File: src/sv/c2p_pkg.sv
package c2p_pkg;

    // field widths
    localparam int COORD_W = 32;
    localparam int RADIUS_W = 32;
    localparam int ANGLE_W = 19;

    // datapath widths: cordic x/y, angle accumulator, square-root words
    localparam int CW = 51;
    localparam int ZW = 33;
    localparam int RW = 64;
    localparam int GUARD_BITS = 16;

    // one square-root bit per cell, so the chain is this long
    localparam int SQRT_STEPS = 32;
    localparam int CORDIC_STAGES_DEF = 16;
    localparam int CORDIC_STAGES_MAX = 32;

    // angle constants
    localparam int HALF_PI_Q30 = 1686629713;
    localparam int ROUND_Q30 = 8192;
    localparam int ANGLE_SHIFT = 14;
    localparam int ANGLE_PI = 205887;
    localparam int ANGLE_HALF_PI = 102944;
    localparam int ANGLE_MIN = -102944;
    localparam int ANGLE_MAX = 205887;

    // floor(atan(2^-i) * 2^30)
    localparam logic [31:0] ATAN_Q30 [CORDIC_STAGES_MAX] = '{
        32'd843314856, 32'd497837829, 32'd263043836, 32'd133525158,
        32'd67021686,  32'd33543515,  32'd16775850,  32'd8388437,
        32'd4194282,   32'd2097149,   32'd1048575,   32'd524287,
        32'd262143,    32'd131071,    32'd65535,     32'd32767,
        32'd16383,     32'd8191,      32'd4095,      32'd2047,
        32'd1023,      32'd511,       32'd255,       32'd127,
        32'd63,        32'd31,        32'd15,        32'd7,
        32'd3,         32'd1,         32'd0,         32'd0
    };

    // payload handed from cell to cell
    typedef struct packed {
        logic                      err;
        logic                      axis;
        logic                      neg;
        logic                      half;
        logic signed [ANGLE_W-1:0] axis_angle;
        logic [RW-1:0]             rem;
        logic [RW-1:0]             root;
        logic signed [CW-1:0]      px;
        logic signed [CW-1:0]      py;
        logic signed [ZW-1:0]      z;
    } stage_t;

endpackage

File: src/sv/c2p_prep.sv
module c2p_prep (
    input  logic                                 clk,
    input  logic                                 rst_n,
    input  logic                                 in_valid,
    output logic                                 in_ready,
    input  logic signed [c2p_pkg::COORD_W-1:0]   x_coord,
    input  logic signed [c2p_pkg::COORD_W-1:0]   y_coord,
    output logic                                 out_valid,
    output c2p_pkg::stage_t                      out_data,
    input  logic                                 down_ready
);

    localparam int W = c2p_pkg::COORD_W;
    localparam int AW = c2p_pkg::ANGLE_W;

    // first stage: classify and square
    logic                 a_valid_reg;
    logic                 a_err_reg, a_axis_reg, a_neg_reg, a_half_reg;
    logic signed [AW-1:0] a_angle_reg;
    logic [W-1:0]         a_a_reg, a_b_reg;
    logic [2*W-1:0]       a_sqx_reg, a_sqy_reg;

    logic                 b_valid_reg;
    c2p_pkg::stage_t      b_data_reg;
    c2p_pkg::stage_t      b_data_next;

    logic                 ready_a, ready_b;
    logic                 x_neg, y_neg, x_zero, y_zero;
    logic [W-1:0]         ax, ay;
    logic signed [AW-1:0] axis_angle;

    assign ready_b = !b_valid_reg || down_ready;
    assign ready_a = !a_valid_reg || ready_b;
    assign in_ready = ready_a;

    // quadrant decode
    assign x_neg  = x_coord[W-1];
    assign y_neg  = y_coord[W-1];
    assign x_zero = (x_coord == '0);
    assign y_zero = (y_coord == '0);
    assign ax = x_neg ? W'(-x_coord) : W'(x_coord);
    assign ay = y_neg ? W'(-y_coord) : W'(y_coord);

    // exact angles on the axes
    always_comb
    begin
        if (y_zero)
        begin
            axis_angle = x_neg ? AW'(c2p_pkg::ANGLE_PI) : '0;
        end
        else
        begin
            axis_angle = y_neg ? AW'(-c2p_pkg::ANGLE_HALF_PI) : AW'(c2p_pkg::ANGLE_HALF_PI);
        end
    end

    always_ff @(posedge clk or negedge rst_n)
    begin
        if (!rst_n)
        begin
            a_valid_reg <= 1'b0;
        end
        else if (ready_a)
        begin
            a_valid_reg <= in_valid;
        end
    end

    always_ff @(posedge clk)
    begin
        if (ready_a)
        begin
            a_err_reg   <= (x_neg && y_neg) || (x_zero && y_zero);
            a_axis_reg  <= x_zero || y_zero;
            a_neg_reg   <= y_neg;
            a_half_reg  <= x_neg;
            a_angle_reg <= axis_angle;
            // left half plane is rotated a quarter turn clockwise
            a_a_reg     <= x_neg ? ay : ax;
            a_b_reg     <= x_neg ? ax : ay;
            a_sqx_reg   <= (2*W)'(ax) * (2*W)'(ax);
            a_sqy_reg   <= (2*W)'(ay) * (2*W)'(ay);
        end
    end

    // second stage: sum of squares and cordic start vector
    always_comb
    begin
        b_data_next            = '0;
        b_data_next.err        = a_err_reg;
        b_data_next.axis       = a_axis_reg;
        b_data_next.neg        = a_neg_reg;
        b_data_next.half       = a_half_reg;
        b_data_next.axis_angle = a_angle_reg;
        b_data_next.rem        = c2p_pkg::RW'(a_sqx_reg + a_sqy_reg);
        b_data_next.root       = '0;
        b_data_next.px         = c2p_pkg::CW'({a_a_reg, {c2p_pkg::GUARD_BITS{1'b0}}});
        b_data_next.py         = c2p_pkg::CW'({a_b_reg, {c2p_pkg::GUARD_BITS{1'b0}}});
        b_data_next.z          = '0;
    end

    always_ff @(posedge clk or negedge rst_n)
    begin
        if (!rst_n)
        begin
            b_valid_reg <= 1'b0;
        end
        else if (ready_b)
        begin
            b_valid_reg <= a_valid_reg;
        end
    end

    always_ff @(posedge clk)
    begin
        if (ready_b)
        begin
            b_data_reg <= b_data_next;
        end
    end

    assign out_valid = b_valid_reg;
    assign out_data  = b_data_reg;

endmodule

File: config.mk
export PLATFORM = sky130hd
export DESIGN_NAME = c2p_prep
export DESIGN_NICKNAME = d
export VERILOG_FILES = /design/src/sv/c2p_pkg.sv /design/src/sv/c2p_prep.sv
export SDC_FILE = /design/constraint.sdc
export NUM_CORES = 2
export LEC_CHECK = 0
export ABC_CLOCK_PERIOD_IN_PS = 15700
export BUFFER_PORTS_ARGS = -buffer_cell sky130_fd_sc_hd__buf_2
export CORE_ASPECT_RATIO = 0.9
export CORE_UTILIZATION = 40
export DETAILED_ROUTE_END_ITERATION = 6
export PLACE_DENSITY = 0.58
export SLEW_MARGIN = 5
export SYNTH_ARGS = -nofsm -noshare
export SYNTH_HDL_FRONTEND = slang
export SYNTH_SLANG_ARGS = --single-unit
File: constraint.sdc
create_clock -name clk -period 15.7 [get_ports clk]
set_clock_uncertainty 0.15 [all_clocks]
set_input_delay 3.925 -clock clk [delete_from_list [all_inputs] [get_ports clk]]
set_output_delay 3.925 -clock clk [all_outputs]
set_load 0.01 [all_outputs]
==> impl_metrics.env <==
export IMPL_outcome="finished, final reports clean"
export IMPL_setup_tns_ns=0
export IMPL_relSlewSlack_pct=15.1
export IMPL_overflow=0
export IMPL_slowest_delay_ns=0.87
export IMPL_synthFlopType="edfxtp_1"
export IMPL_synthArstFlopShare_pct=0.588
export IMPL_syn_inst=7526
export IMPL_core_um2=181000
export IMPL_clkTransAtPathRegs_ns=0.06
export IMPL_drv_cap=0
export IMPL_hpwl_um=191000
export IMPL_synth_area_um2=73300
export IMPL_grt_total_usage_pct=25.6
export IMPL_synth_yosys_seq_area_share_pct=13.9
export IMPL_crit_family="adder cells"
export IMPL_die_area_um2=185000
export IMPL_r2r_end="out_data[251]"
export IMPL_synth_area_top_cells="fa_1, edfxtp_1, ha_1"
export IMPL_layout_nets=10000
export IMPL_critPathKind="primary input to flop"
export IMPL_yosysWarnings=0
export IMPL_min_to="out_data[69]"
export IMPL_finalCritPeriodShare_pct=94.3
export IMPL_ant_nets=0
export IMPL_drc_errors=0
export IMPL_cts_sinks=340
export IMPL_gp_congestion=0.980
export IMPL_ys_ff_latch=340
export IMPL_fp_dieH_um=408
export IMPL_post_cts_resized=0
export IMPL_vias=52000
export IMPL_yosysTopAreaCellShare_pct=43.4
export IMPL_post_synth_cell_area_avg_um2=9.74
export IMPL_finalCriticalPeriod_ns=14.80
export IMPL_maxSlewViolCount=0
export IMPL_port_buffers=220
export IMPL_min_path_cells=0
export IMPL_cts_buffers_inserted=45
export IMPL_via_per_inst=5.11
export IMPL_dr_pass1_iters=6
export IMPL_hold_path_startpoint="a_b_reg[20]"
export IMPL_grt_max_degree=101
export IMPL_wl_per_cell_um=22.7
export IMPL_initial_core_util_pct=40.4
export IMPL_layout_drive_gt1_share_pct=7.00
export IMPL_setup_slack_ns=0.895
export IMPL_synth_top_cell_by_area="fa_1"
export IMPL_rsz0062_at_grt="false"
export IMPL_rr_worst_depth=14
export IMPL_die_x_um=453
export IMPL_yosysUniqueCellTypes=76
export IMPL_cp_buffers_inverters=4
export IMPL_crit_path_frequent_cell="fa_1"
export IMPL_setup_viol=0
export IMPL_cpMaxStageDelayCell="a2111oi_0"
export IMPL_clock_path_buffers=3
export IMPL_syn_to_final_growth_pct=7.99
export IMPL_dr_first_iter_drc_count=4165
export IMPL_cts_setup_buffers=0
export IMPL_hp_class="flop to flop"
export IMPL_tightest_slew_ns=1.27
export IMPL_first_global_vias=56200
export IMPL_worstSetupStartpointType="primary input"
export IMPL_h_tree_depth=2
export IMPL_num_fill_cells=17600
export IMPL_cp_max_fo=8
export IMPL_required_ns=15.94
export IMPL_largest_reg_flops=138
export IMPL_hold_ws_ns=0.259
export IMPL_final_hold_viol_count=0
export IMPL_pre_cts_slack_ns=0.464
export IMPL_regToRegSetupSlack_ns=10.31
export IMPL_cts_tree="built"
export IMPL_ioPinCount=356
export IMPL_cts_root_buf="clkbuf_16"
export IMPL_num_rows=148
export IMPL_critPathArrivalTime_ns=15.05
export IMPL_reg2reg_from="a_sqx_reg[2]"
export IMPL_grt_pass1_wl_um=349000
export IMPL_wirelength_um=231000
export IMPL_fmax_mhz=67.5
export IMPL_holdBufCountCts=0
export IMPL_synth_edf_count=338
export IMPL_antenna_found_initial=11
export IMPL_end_kind="flop"
export IMPL_worstSkewPairLatency_ns=0.66
[per-stage QoR]
step | cells | area [µm²] | utilization, %
6_report | 10200 | 79200 | 43.6
5_1_grt | 10200 | 79200 | 43.6
4_1_cts | 10200 | 79200 | 43.6
3_5_place_dp | 10100 | 77700 | 42.8
3_3_place_gp | 10100 | 77700 | 42.8
2_1_floorplan | 7711 | 74000 | -
[logic make-up (layout without fill, tap and decap cells)]
family,Yosys count,count (layout),share of synthesized area [%]
xor+xnor,307,307,3.70
flops,340,340,13.9
buf+inv,2391,2455,13.0
compound gates,772,772,6.70
other cells,2,194,0.0102
mux,3,3,0.0461
simple gates,1494,1494,8.50
fa+ha+maj,2217,2217,54.1
[Yosys cell counts (all sizes together), types with 6 or more instances]
master,number
inv,1978
fa,1591
nor2,640
ha,626
nand2,606
edfxtp,338
a21oi,269
clkbuf,222
xnor2,183
buf,176
a21o,135
o21ai,133
xor2,124
nand4,38
nand2b,36
nand3,36
o21bai,34
o21a,30
a211oi,22
and3,22
o211ai,22
nor3,20
o31ai,20
nor2b,19
a31oi,18
and2,17
clkinv,15
or3,15
a31o,14
nor4,12
or4,12
o41ai,10
a21boi,9
or2,7
a221oi,6
o22ai,6
[cell type report]
class                      instances  area (µm²)  share of cell area, %
clock inverter                    27         290                  0.367
antenna                            7        17.5                 0.0221
inverter                        1993        7480                   9.45
clock buffer                      53        1160                   1.46
sequential                       340       10200                   12.9
multi-input combinational       4980       54700                   69.1
timing repair buffer             382        2340                   2.95
tap                             2400        3000                   3.79
[cell usage in the layout (no fill, tap or decap), types with 22 or more instances in the layout]
cell and instances:
ha_1 626, xnor2_1 162, buf_4 161, xor2_1 99, and3_1 22, nand2b_1 34, edfxtp_1 338, inv_1 1972
nand4_1 38, fa_1 1591, o21a_1 30, nand2_1 606, nand3_1 36, clkbuf_16 45, a211oi_1 22, o21bai_1 34
o211ai_1 22, conb_1 187, nor2_1 640, buf_2 219, a21o_1 135, a21oi_1 269, o21ai_0 131, xor2_2 23
[per-layer routing]
layer  global-route usage (%)  share of wire [%]  up-vias
li1                         -                  -    22800
met1                     34.3                 41    26800
met2                     40.2                 46     1975
met3                     3.68                7.1      408
met4                     13.0                6.3        2
met5                        0             0.0056        -
[worst max path at each step]
stage / startpoint / endpoint / slack, ns / cells after the start
2_1_floorplan: y_coord[0] / a_sqy_reg[54] / 1.67 / 39
3_3_place_gp: x_coord[12] / a_sqx_reg[54] / 0.38 / 34
3_5_place_dp: x_coord[12] / a_sqx_reg[54] / 0.46 / 33
4_1_cts: x_coord[12] / a_sqx_reg[54] / 1.12 / 34
5_1_grt: x_coord[12] / a_sqx_reg[54] / 0.36 / 33
6_report: x_coord[12] / a_sqx_reg[54] / 0.90 / 33
Power is left out: the tool's default activity adds up to more than one toggle a clock period on the data nets, which glitch-free logic cannot reach.
