<file path="config.mk">
export PLATFORM = sky130hd
export DESIGN_NAME = c2p_final
export DESIGN_NICKNAME = d
export VERILOG_FILES = /design/src/sv/c2p_pkg.sv /design/src/sv/c2p_final.sv
export SDC_FILE = /design/constraint.sdc
export NUM_CORES = 1
export LEC_CHECK = 0
export BUFFER_PORTS_ARGS = -buffer_cell sky130_fd_sc_hd__buf_2
export CAP_MARGIN = 40
export CORE_ASPECT_RATIO = 1.2
export CORE_UTILIZATION = 35
export CTS_BUF_LIST = sky130_fd_sc_hd__clkbuf_2 sky130_fd_sc_hd__clkbuf_4 sky130_fd_sc_hd__clkbuf_8
export CTS_CLUSTER_DIAMETER = 30
export DETAILED_ROUTE_END_ITERATION = 10
export MAX_ROUTING_LAYER = met4
export PLACE_DENSITY = 0.65
export REMOVE_ABC_BUFFERS = 1
export SYNTH_ARGS = -nofsm -noshare
export SYNTH_HDL_FRONTEND = slang
export SYNTH_SLANG_ARGS = --single-unit
</file>
<file path="constraint.sdc">
create_clock -name clk -period 2.25 [get_ports clk]
set_input_delay 0.1125 -clock clk [delete_from_list [all_inputs] [get_ports clk]]
set_output_delay 0.1125 -clock clk [all_outputs]
set_load 0.02 [all_outputs]
</file>
<file path="src/sv/c2p_pkg.sv">
package c2p_pkg;

    // field widths
    localparam int COORD_W = 32;
    localparam int RADIUS_W = 32;
    localparam int ANGLE_W = 19;

    // datapath widths: cordic x/y, angle accumulator, square-root words
    localparam int CW = 51;
    localparam int ZW = 33;
    localparam int RW = 64;
    localparam int GUARD_BITS = 16;

    // one square-root bit per cell, so the chain is this long
    localparam int SQRT_STEPS = 32;
    localparam int CORDIC_STAGES_DEF = 16;
    localparam int CORDIC_STAGES_MAX = 32;

    // angle constants
    localparam int HALF_PI_Q30 = 1686629713;
    localparam int ROUND_Q30 = 8192;
    localparam int ANGLE_SHIFT = 14;
    localparam int ANGLE_PI = 205887;
    localparam int ANGLE_HALF_PI = 102944;
    localparam int ANGLE_MIN = -102944;
    localparam int ANGLE_MAX = 205887;

    // floor(atan(2^-i) * 2^30)
    localparam logic [31:0] ATAN_Q30 [CORDIC_STAGES_MAX] = '{
        32'd843314856, 32'd497837829, 32'd263043836, 32'd133525158,
        32'd67021686,  32'd33543515,  32'd16775850,  32'd8388437,
        32'd4194282,   32'd2097149,   32'd1048575,   32'd524287,
        32'd262143,    32'd131071,    32'd65535,     32'd32767,
        32'd16383,     32'd8191,      32'd4095,      32'd2047,
        32'd1023,      32'd511,       32'd255,       32'd127,
        32'd63,        32'd31,        32'd15,        32'd7,
        32'd3,         32'd1,         32'd0,         32'd0
    };

    // payload handed from cell to cell
    typedef struct packed {
        logic                      err;
        logic                      axis;
        logic                      neg;
        logic                      half;
        logic signed [ANGLE_W-1:0] axis_angle;
        logic [RW-1:0]             rem;
        logic [RW-1:0]             root;
        logic signed [CW-1:0]      px;
        logic signed [CW-1:0]      py;
        logic signed [ZW-1:0]      z;
    } stage_t;

endpackage

</file>
<file path="src/sv/c2p_final.sv">
module c2p_final (
    input  logic                                clk,
    input  logic                                rst_n,
    input  logic                                in_valid,
    input  c2p_pkg::stage_t                     in_data,
    output logic                                up_ready,
    output logic                                out_valid,
    input  logic                                out_ready,
    output logic [c2p_pkg::RADIUS_W-1:0]        radius,
    output logic signed [c2p_pkg::ANGLE_W-1:0]  angle,
    output logic                                domain_error
);

    localparam int SW = c2p_pkg::ZW + 2;
    localparam int AW = c2p_pkg::ANGLE_W;
    localparam int OW = c2p_pkg::RADIUS_W;
    localparam logic signed [SW-1:0] RND = SW'(c2p_pkg::ROUND_Q30);
    localparam logic signed [SW-1:0] RND_HALF =
        SW'(c2p_pkg::HALF_PI_Q30) + SW'(c2p_pkg::ROUND_Q30);
    localparam logic signed [SW-1:0] Q_MIN = SW'(c2p_pkg::ANGLE_MIN);
    localparam logic signed [SW-1:0] Q_MAX = SW'(c2p_pkg::ANGLE_MAX);

    logic                 valid_reg;
    logic [OW-1:0]        radius_reg, radius_next;
    logic signed [AW-1:0] angle_reg, angle_next;
    logic                 err_reg;

    logic signed [SW-1:0] z_ext, sum, q, q_clamp;

    assign up_ready = !valid_reg || out_ready;

    // angle offset, sign and rounding to Q3.16
    assign z_ext = SW'(in_data.z);
    always_comb
    begin
        if (in_data.neg)
        begin
            sum = RND - z_ext;
        end
        else if (in_data.half)
        begin
            sum = z_ext + RND_HALF;
        end
        else
        begin
            sum = z_ext + RND;
        end
    end
    assign q = sum >>> c2p_pkg::ANGLE_SHIFT;

    always_comb
    begin
        if (q < Q_MIN)
        begin
            q_clamp = Q_MIN;
        end
        else if (q > Q_MAX)
        begin
            q_clamp = Q_MAX;
        end
        else
        begin
            q_clamp = q;
        end
    end

    // result selection, radius rounded to nearest
    always_comb
    begin
        if (in_data.err)
        begin
            radius_next = '0;
            angle_next  = '0;
        end
        else
        begin
            radius_next = (in_data.rem > in_data.root) ? in_data.root[OW-1:0] + OW'(1)
                                                       : in_data.root[OW-1:0];
            angle_next  = in_data.axis ? in_data.axis_angle : q_clamp[AW-1:0];
        end
    end

    always_ff @(posedge clk or negedge rst_n)
    begin
        if (!rst_n)
        begin
            valid_reg <= 1'b0;
        end
        else if (up_ready)
        begin
            valid_reg <= in_valid;
        end
    end

    always_ff @(posedge clk)
    begin
        if (up_ready)
        begin
            radius_reg <= radius_next;
            angle_reg  <= angle_next;
            err_reg    <= in_data.err;
        end
    end

    assign out_valid    = valid_reg;
    assign radius       = radius_reg;
    assign angle        = angle_reg;
    assign domain_error = err_reg;

endmodule

</file>
==> results.md, run 1 <==
* Critical path fanouts, max at 6
* Share of cells above drive strength 1 at 48.7%
* Worst setup margin at -0.686 ns
* Final HPWL DP at 18700 um
* Synthesis-to-layout area growth at 63.2%
* Vias in the first global route at 7360
* # DRC at 0
* Layout fillers at 1598
* CP endpoint kind: flip-flop
* WS Path Type: in2reg
* Pwr Density at 366 nW/um^2
* Vias per cell at 5.31
* Slew HR at 48.9%
* Cell taking the most area after synthesis: edfxtp_1
* Routed Antenna Nets at 0
* Top-Level Pins at 344
* Clock Latency Late Sink at 0.32 ns
* CTS tree: built
* Number of flip-flops in the largest register at 32
* Failing checks: negative setup slack
* DIE WIDTH at 125 um
* Initial DRC Count at 404
* Worst endpoint required time at 2.38 ns
* Remaining Overflow, GRT at 0
* Yosys reg bits at 53
* Root buffer cell: clkbuf_8
* FF+latch area at 1590 sq um
* WP data arrival at 3.06 ns
* Nets at 1574
* PnR Total Power at 3.77 mW
* Setup Total Neg Slack at -11.94 ns
* CTS sink cnt at 53
* Prevailing post-synth register cell: edfxtp_1
* Worst-margin pin slew at 0.767 ns
* Hold Vio Cnt, Final at 0
* Largest net degree at the start of global routing at 34
* Seq/Total Area, Yosys at 25.2%
* Worst Hold Class: in2async
* Final GP Congestion at 0.941
* VDD IR-drop max at 0.280 mV
* Synthesized instance count at 774
* Setup violators final at 38
* CTS HTree Levels at 2
* Non-Filler Instances at 1439
* Yosys warns at 0
* Number of synthesized flops with an enable pin at 52
* Core area at 17600 sq um
* Asr flop ratio synth at 1.89%
* # rows at 53
* Synth top area cells: edfxtp_1 25%, ha_1 13%, xnor2_1 4.7%, inv_1 4.6%, a21oi_1 4.6%
* Distinct cells, synth at 76
* Static Leak at 4.91 nW
* Pre-CTS setup slack at -1.11 ns
* Die ar. at 18600 sq um
* Area of the multi-input gates at 4850 sq um
* Dpl cells at 1408
* Skew final at 0.00689 ns
* Fmax achieved at 0.341 GHz
* Max-slew violations at 0
* Initial core utilization at 35.9%
* CTS Buf Count at 5
* GRT Total Usage at 23.8%
* Wire per inst at 16.0 um
* Synth Cell Area at 6300 sq um
* Die height at 149 um
* Initial antenna violation count at 2
* Vias post-DR at 7644
* Clock buffer depth at 2
* CP Launch Type: input pin
* Synth Area per Inst at 8.14 sq um
* Port bufs at 241
* First-pass GRT wire length at 34900 um
* Max cap viols at 0
* RSZ-0062 raised after global routing: true
* Top cell type's share of synthesized area at 24.8%
* Post-route minimum period at 2.94 ns
* Routed wire length at 23100 um
* Fin crit share at 130%
* Clock slew at reported path FFs at 0.10 ns
* Run status: complete, but fails checks
* TritonRoute pass-1 iters at 5
[critical path: stages]
cell and delay, ns:
buf_6 0.10, or4_4 0.56, buf_4 0.17, nor4_4 0.19, a21oi_4 0.12, or4_4 0.50
a21oi_2 0.13, o211a_1 0.17, and4_1 0.20, nand4_1 0.16, a31o_4 0.31, a2111oi_4 0.35
[cells in the final DEF (no fill, tap or decap), drive strengths merged, types with 7 or more instances in the layout]
cell type	netlist	layout
a21o	30	30
a21oi	59	59
a31oi	10	10
and4	7	7
buf	6	476
edfxtp	52	52
ha	68	68
inv	78	78
nand2	35	35
nand3	20	20
nand4	25	25
nor2	61	61
nor2b	9	9
nor3	26	26
nor4	15	15
o2111ai	11	11
o211ai	18	18
o21a	7	7
o21ai	38	38
or3	16	16
xnor2	34	34
xor2	10	10
[layout make-up]
cell class,instances,area share (%)
clock buffers,5,0.669
well taps,220,2.68
clock inverters,3,0.633
diodes,2,0.0487
repair buffers,479,30.5
multi-input cells,597,47.1
inverters,80,2.94
flip-flops and latches,53,15.4
[logic make-up after synthesis]
group	share of synthesized area (%)
AO/OA/AOI/OAI	25.3
adder cells (fa/ha/maj)	13.5
AND/OR/NAND/NOR	21.2
flip-flops	25.2
XOR/XNOR	6.11
buffers and inverters	7.70
multiplexers	0.992
[routing by layer]
layer	vias up	wire length, um	track usage, %
met3	47	1060	2.08
met1	3559	9330	27.1
li1	3783	-	-
met4	0	746	8.37
met5	-	0	-
met2	255	11900	43.5
[power breakdown]
part / internal, mW / switching [mW]
combinational: 0.844 / 0.926
sequential: 1.19 / 0.0271
clock: 0.442 / 0.335
[per-stage QoR]
step / utilization (%) / cell area [sq um] / hold slack (ns)
4_1_cts: 55.3 / 9720 / 0.0627
3_3_place_gp: 52.6 / 9250 / -0.112
5_1_grt: 58.5 / 10300 / 0.0808
6_report: 58.5 / 10300 / 0.0807
3_5_place_dp: 52.6 / 9250 / -0.112
2_1_floorplan: - / 6120 / -0.183
[synthesized netlist by cell type, types with 5 or more instances]
cell type and n:
edfxtp_1 52, and4_1 7, ha_1 68, o21ai_0 36, nor2_1 59, o2111ai_1 11
nand3_1 20, xor2_1 10, a21o_1 30, nand2_1 35, or3_1 16, nor2b_1 9
a31oi_1 10, nor4_1 14, a211oi_1 6, clkbuf_1 38, nor3_1 25, or4_1 5
inv_1 78, a21oi_1 58, a221oi_1 6, xnor2_1 34, nand2b_1 6, nand4_1 25
o21a_1 7, o211ai_1 18
[timing repair]
action,CTS,global route
gates resized for setup,46,96
hold buffers,2,0
pin swaps,36,63
hold endpoints to repair,2,0
setup buffers,8,9
endpoints found under the setup margin,51,51
gates cloned,0,2
[final timing paths]
check	startpoint	endpoint	slack (ns)	cells after the start
worst max register to register	out_valid	radius[8]	1.02	2
worst max-delay path	in_data[8]	angle[14]	-0.69	12
min in group clk	out_ready	out_valid	0.11	3
worst min-delay path	rst_n	out_valid	0.08	2
worst min register to register	out_valid	out_valid	0.57	2
max in group asynchronous	rst_n	out_valid	2.09	2
Power figures use the tool's default switching activity.
==> run 2: changes to the inputs <==
--- a/config.mk
+++ b/config.mk
@@ -10,5 +10,5 @@
 export CORE_ASPECT_RATIO = 1.2
 export CORE_UTILIZATION = 35
-export CTS_BUF_LIST = sky130_fd_sc_hd__clkbuf_2 sky130_fd_sc_hd__clkbuf_4 sky130_fd_sc_hd__clkbuf_8
+export CTS_BUF_LIST = sky130_fd_sc_hd__clkbuf_4 sky130_fd_sc_hd__clkbuf_8
 export CTS_CLUSTER_DIAMETER = 30
 export DETAILED_ROUTE_END_ITERATION = 10
==> constraint.sdc (replaced) <==
create_clock -name clk -period 2.25 [get_ports clk]
set_input_delay 0.3375 -clock clk [delete_from_list [all_inputs] [get_ports clk]]
set_output_delay 0.3375 -clock clk [all_outputs]
set_load 0.02 [all_outputs]
==> run 2 against run 1 <==
The flow still finishes with violations (negative setup slack). Non-clock buffer count is 2 higher. Maximum frequency shrank 6.5%. Total power rose by 0.13%. Final cell count up 0.21%. Flip-flop and latch count did not move. Clock power is 0.9% higher. Clock skew rose by 0.0048 ns. Clock-buffer cell count did not move. Wire length is 2.0% higher. Via count rose by 0.60%. Sequential power hardly changed. Worst hold slack gained 0.11 ns. Largest power group unchanged.
==> results.md, run 2 (same netlist as run 1, synthesis figures left out) <==
* Non-Filler Instances at 1442 (+0.21%)
* Initial antenna violation count at 2 (unchanged)
* Root buffer cell: clkbuf_8
* Run status: complete, but fails checks
* FF-to-FF Start: out_valid
* Remaining Overflow, GRT at 0 (unchanged)
* Nets at 1577 (+0.19%)
* Post-route minimum period at 3.14 ns (+0.204 ns)
* GRT Total Usage at 25.1% (+1.2 points)
* Slew HR at 56.5% (+7.7 points)
* Setup Total Neg Slack at -21.34 ns (-9.40 ns)
* DP Area at 9260 sq um (about the same)
* DIE WIDTH at 125 um (unchanged)
* Hold Vio Cnt, Final at 0 (unchanged)
* Vias in the first global route at 7580 (+3.0%)
* VDD IR-drop max at 0.276 mV (-1.4%)
* Clock slew at reported path FFs at 0.11 ns (about the same)
* Worst Hold Class: in2reg
* # DRC at 0 (unchanged)
* HP Start: in_valid
* WS Path Type: in2reg
* First-pass GRT wire length at 36800 um (+5.4%)
* Most common cell after layout, fill and taps aside: buf_2
* Die height at 149 um (unchanged)
* Hold Path Cell Cnt at 2
* Setup violators final at 51 (+34%)
* Fin crit share at 140% (+9.1 points)
* Critical R2R Capture: radius[12]
* TritonRoute pass-1 iters at 5 (unchanged)
* # rows at 53 (unchanged)
* Vias post-DR at 7690 (+0.60%)
* Critical path fanouts, max at 5 (-1)
* Number of flip-flops in the largest register at 32 (unchanged)
* Final HPWL DP at 18500 um (-0.69%)
* Routed wire length at 23600 um (+2.0%)
* Worst setup margin at -0.890 ns (-0.204 ns)
* Top-Level Pins at 344 (unchanged)
* Failing checks: negative setup slack
* Final Util at 59.1% (+0.60 points)
* Routed Antenna Nets at 0 (unchanged)
* Core area at 17600 sq um (unchanged)
* Die ar. at 18600 sq um (unchanged)
* WP data arrival at 3.22 ns (+0.16 ns)
* Max-slew violations at 0 (unchanged)
* Worst-margin pin slew at 0.652 ns (-0.115 ns)
* Initial DRC Count at 348 (-14%)
* Final GP Congestion at 0.935 (-0.65%)
* Synthesis-to-layout area growth at 64.8%
* Worst hold endpoint: out_valid
* Largest net degree at the start of global routing at 31 (-8.8%)
* Pwr Density at 363 nW/um^2 (-0.88%)
* CP Launch Type: input pin
* CTS tree: built
* Worst endpoint required time at 2.33 ns (-0.05 ns)
* PnR Total Power at 3.77 mW (+0.13%)
* Most frequent cells in the layout: 228 x buf_2, 223 x buf_4, 69 x inv_1, 58 x ha_1, 57 x nor2_1
* CTS sink cnt at 53 (unchanged)
* Initial core utilization at 35.9% (unchanged)
* Pre-CTS setup slack at -1.29 ns (-0.183 ns)
* Share of cells above drive strength 1 at 49.3% (+0.62 points)
* Post-route cell area at 10400 sq um (+1.0%)
* Port bufs at 241 (unchanged)
* Register-to-Register Path Depth at 2 (unchanged)
* CP endpoint kind: flip-flop
* Static Leak at 4.93 nW (+0.41%)
* RSZ-0062 raised after global routing: true
* Worst reg-to-reg setup slack at 0.82 ns (-0.20 ns)
* Vias per cell at 5.33 (+0.39%)
* CTS HTree Levels at 2 (unchanged)
* Wire per inst at 16.3 um (+1.8%)
* Fmax achieved at 0.318 GHz (-6.5%)
* Dpl cells at 1409 (+0.071%)
* Worst hold slack at 0.192 ns (+0.112 ns)
* CTS Buf Count at 5 (unchanged)
* Max cap viols at 0 (unchanged)
* Clock buffer depth at 2 (unchanged)
* Skew final at 0.0117 ns (+0.00484 ns)
* Clock Latency Late Sink at 0.32 ns (about the same)
==> run 2: changes by cell type in the layout (fill, tap and decap cells not counted), moves of 3 or more <==
| cell | delta |
|---|---|
| buf_2 | -8 |
| buf_4 | +6 |
| buf_6 | +6 |
| ha_1 | -4 |
| ha_4 | +4 |
| inv_1 | -4 |
| inv_2 | +4 |
| or3_1 | +4 |
| or3_4 | -4 |
| nand3_1 | -3 |
| o21ai_0 | +3 |
| o21ai_2 | -3 |
==> run 2: layout make-up <==
type / instances / area, sq um
fill: 1549 / 7180
multi-input combinational: 598 / 4920
timing repair buffer: 481 / 3170
sequential: 53 / 1590
inverter: 80 / 303
tap: 220 / 275
clock buffer: 5 / 68.8
clock inverter: 3 / 65.1
antenna: 2 / 5.00
==> run 2: repair_timing <==
action	in CTS	in global routing
pin swaps	90	20
hold buffers	1	0
resized for setup	121	39
buffers inserted	16	5
setup endpoints to repair	51	51
hold endpoints to repair	1	0
cloned	3	0
==> run 2: how the worst max path moves through the flow <==
stage / end / slack, ns / depth (start not counted) / startpoint
after floorplan: angle[16] / -1.09 / 10 / in_data[3]
after global placement: angle[5] / -1.23 / 12 / in_data[3]
after detailed placement: angle[11] / -1.29 / 12 / in_data[18]
after CTS: angle[5] / -0.82 / 13 / in_data[8]
after global routing: angle[14] / -0.98 / 12 / in_data[8]
final: angle[5] / -0.89 / 13 / in_data[1]
==> run 2: report_power, final <==
group	internal, mW	leakage (nW)	switching, mW
clock network	0.442	0.0681	0.342
logic	0.836	4.30	0.935
registers	1.19	0.561	0.0252
==> run 2: routing by layer <==
metal | up-vias | GRT usage [%] | share of wire, %
met5 | - | - | 0
met4 | 0 | 8.92 | 3.5
met3 | 58 | 2.94 | 5.1
met2 | 281 | 45.7 | 51
met1 | 3559 | 28.1 | 40
li1 | 3792 | - | -
==> run 2: worst max-delay path, cell delays in order <==
cell and delay (ns):
buf_2 0.11, buf_4 0.14, a41o_1 0.24, and3_2 0.25
o2111ai_1 0.31, mux2_2 0.39, nor3_2 0.23, nor2b_4 0.18
a41o_1 0.23, a2111oi_4 0.09, buf_4 0.16, or2_4 0.27
o31a_1 0.28
==> run 3: changes to the inputs <==
Settings changed: PLACE_DENSITY 0.65 to 0.68.
Clock period 2.25 ns to 2.6 ns, I/O delays scaled along.
==> run 3 against run 2 <==
The run still ends with negative setup slack left. Utilization shrank 0.87 points. Critical path depth shrank 1. Final cell count is the same. Combinational power shrank 15%. Global-route usage grew 0.32 points. Critical path type unchanged. Clock skew shrank 0.0091 ns. Sequential power shrank 13%. Total power shrank 16%. Highest routed layer unchanged. Non-clock buffer count grew 1. Largest power group unchanged. Die area is the same. Worst hold slack gained 0.065 ns.
==> results.md, run 3 (same netlist as run 1, synthesis figures left out) <==
* Vias in the first global route at 7642 (+0.82%)
* Reg power frac at 33.4% (+1.1 points)
* Initial DRC Count at 423 (+22%)
* Sw Ratio at 35.4% (+0.84 points)
* Max-slew violations at 0 (unchanged)
* Max incr delay on CP at 0.56 ns (+0.17 ns)
* Clock Latency Late Sink at 0.32 ns (about the same)
* Initial core utilization at 35.9% (unchanged)
* Wire per inst at 16.7 um (+2.5%)
* Most common cell after layout, fill and taps aside: buf_2
* CTS tree: built
* Worst setup margin at -0.565 ns (+0.325 ns)
* Static Leak at 4.93 nW (about the same)
* Largest net degree at the start of global routing at 26 (-16%)
* First-pass GRT wire length at 36900 um (+0.20%)
* Vias per cell at 5.38 (+0.81%)
* Fin crit share at 122%
* WS Path Type: in2reg
* Net Sw Power at 1.12 mW (-14%)
* CP Launch Type: input pin
* Critical path fanouts, max at 9 (+4)
* Layout fillers at 1566 (+1.1%)
* Die ar. at 18600 sq um (unchanged)
* Clk pwr share at 18.7% (-2.1 points)
* GRT Total Usage at 25.4% (+0.32 points)
* Nets at 1577 (unchanged)
* Cell Int Power at 2.05 mW (-17%)
* Hold Vio Cnt, Final at 0 (unchanged)
* Routed wire length at 24100 um (+2.5%)
* Number of flip-flops in the largest register at 32 (unchanged)
* Run status: complete, but fails checks
* Clock buffer depth at 2 (unchanged)
* CTS Buf Count at 5 (unchanged)
* Root buffer cell: clkbuf_8
* Core area at 17600 sq um (unchanged)
* Top-Level Pins at 344 (unchanged)
* Fmax achieved at 0.316 GHz
* CTS HTree Levels at 2 (unchanged)
* Die height at 149 um (unchanged)
* RSZ-0062 raised after global routing: true
* CTS sink cnt at 53 (unchanged)
* Worst reg-to-reg setup slack at 1.16 ns (+0.34 ns)
* Worst endpoint required time at 2.71 ns (+0.38 ns)
* Initial antenna violation count at 2 (unchanged)
* CP endpoint kind: flip-flop
* Failing checks: negative setup slack
* # DRC at 0 (unchanged)
* PnR Total Power at 3.16 mW (-16%)
* Slew HR at 63.0% (+6.5 points)
* Most frequent cells in the layout: 237 x buf_2, 223 x buf_4, 77 x inv_1, 67 x ha_1, 56 x nor2_1
* FF+latch area at 1590 sq um (unchanged)
* Area of the multi-input gates at 4800 sq um (-2.4%)
* Worst Hold Class: in2reg
* Skew final at 0.00261 ns (-0.00912 ns)
* Final Util at 58.3% (-0.87 points)
* Share of cells above drive strength 1 at 47.9% (-1.5 points)
* # rows at 53 (unchanged)
* Vias post-DR at 7752 (+0.81%)
* Final HPWL DP at 19300 um (+4.0%)
* Clock slew at reported path FFs at 0.10 ns (about the same)
* WP data arrival at 3.27 ns (+0.05 ns)
* Combinational fraction of design power at 47.9% (+1.0 points)
* Routed Antenna Nets at 0 (unchanged)
* Final GP Congestion at 0.957 (+2.4%)
* Worst-margin pin slew at 0.551 ns (-0.101 ns)
* Post-route minimum period at 3.16 ns
* Max cap viols at 0 (unchanged)
* Synthesis-to-layout area growth at 62.4%
* Port bufs at 241 (unchanged)
* Crit path max-delay cell type: or4_4
* TritonRoute pass-1 iters at 6 (+1)
* Remaining Overflow, GRT at 0 (unchanged)
* Setup violators final at 46 (-9.8%)
* DIE WIDTH at 125 um (unchanged)
* Pwr Density at 309 nW/um^2 (-15%)
* VDD IR-drop max at 0.247 mV (-10%)
* Cells along the critical path: buf_6, or4_4, o41ai_4, buf_4, nand3_1, o31a_1, o22a_1, xnor2_2, nor3_2, nor2_1, or2_4, o41ai_1
[run 3: changes by cell type in the layout (fill, tap and decap cells not counted), moves of 8 or more]
cell | before | now
inv_2 | 8 | 0
inv_1 | 69 | 77
buf_2 | 228 | 237
buf_6 | 26 | 16
ha_1 | 58 | 67
ha_4 | 9 | 1
[run 3: what timing repair did]
action	CTS	global route
resized for setup	58	73
hold endpoints to repair	1	0
hold buffers	1	0
pin swaps	40	77
endpoints found under the setup margin	50	51
buffers inserted	10	9
cloned	3	0
[run 3: power groups by stage]
| stage | Clock [mW] | Combinational [mW] | Sequential [mW] |
|---|---|---|---|
| floorplan | 0 | 0.506 | 1.18 |
| global placement | 0 | 1.32 | 1.08 |
| detailed placement | 0 | 1.33 | 1.08 |
| CTS | 0.595 | 1.44 | 1.06 |
| global route | 0.628 | 1.64 | 1.06 |
| finish | 0.592 | 1.51 | 1.06 |
[run 3: metrics by stage]
stage               TNS [ns]  hold slack (ns)  setup WS, ns  instance area [sq um]  cells
floorplan             -22.99           0.0944        -0.793                   6120    730
CTS                    -7.93            0.252        -0.510                   9890   1434
detailed placement    -30.55            0.166         -1.04                   9320   1412
global placement      -30.59            0.165        -0.899                   9310   1411
finish                -11.06            0.257        -0.565                  10200   1442
global route          -16.09            0.256        -0.663                  10200   1442
[run 3: final timing paths]
check,cells after the start,endpoint,startpoint
min reg2reg,2,out_valid,out_valid
min in group asynchronous,2,out_valid,rst_n
max,12,angle[12],in_data[6]
max in group asynchronous,2,out_valid,rst_n
max reg2reg,2,radius[24],out_valid
min,2,out_valid,in_valid
[run 3: cell type report]
cell class              count  area share [%]
clock inverters             2           0.379
inverters                  80            2.96
diodes                      2          0.0489
well taps                 220            2.69
clock buffers               6           0.745
multi-input cells         597            46.9
flip-flops and latches     53            15.5
repair buffers            482            30.8
[run 3: metal layers]
layer  vias up  track usage [%]  wire length [um]
li1       3793                -                 -
met1      3582             27.8              9400
met2       293             45.3             12400
met3        84             2.40              1030
met4         0             14.2              1350
met5         -                -                 0
[run 3: worst max-delay path, delay by kind of cell]
kind	cells	cell delay [ns]
AOI/OAI and AO/OA	4	1.27
and+or+nand+nor	5	1.17
buffers and inverters	2	0.27
xor gates and xnor gates	1	0.16
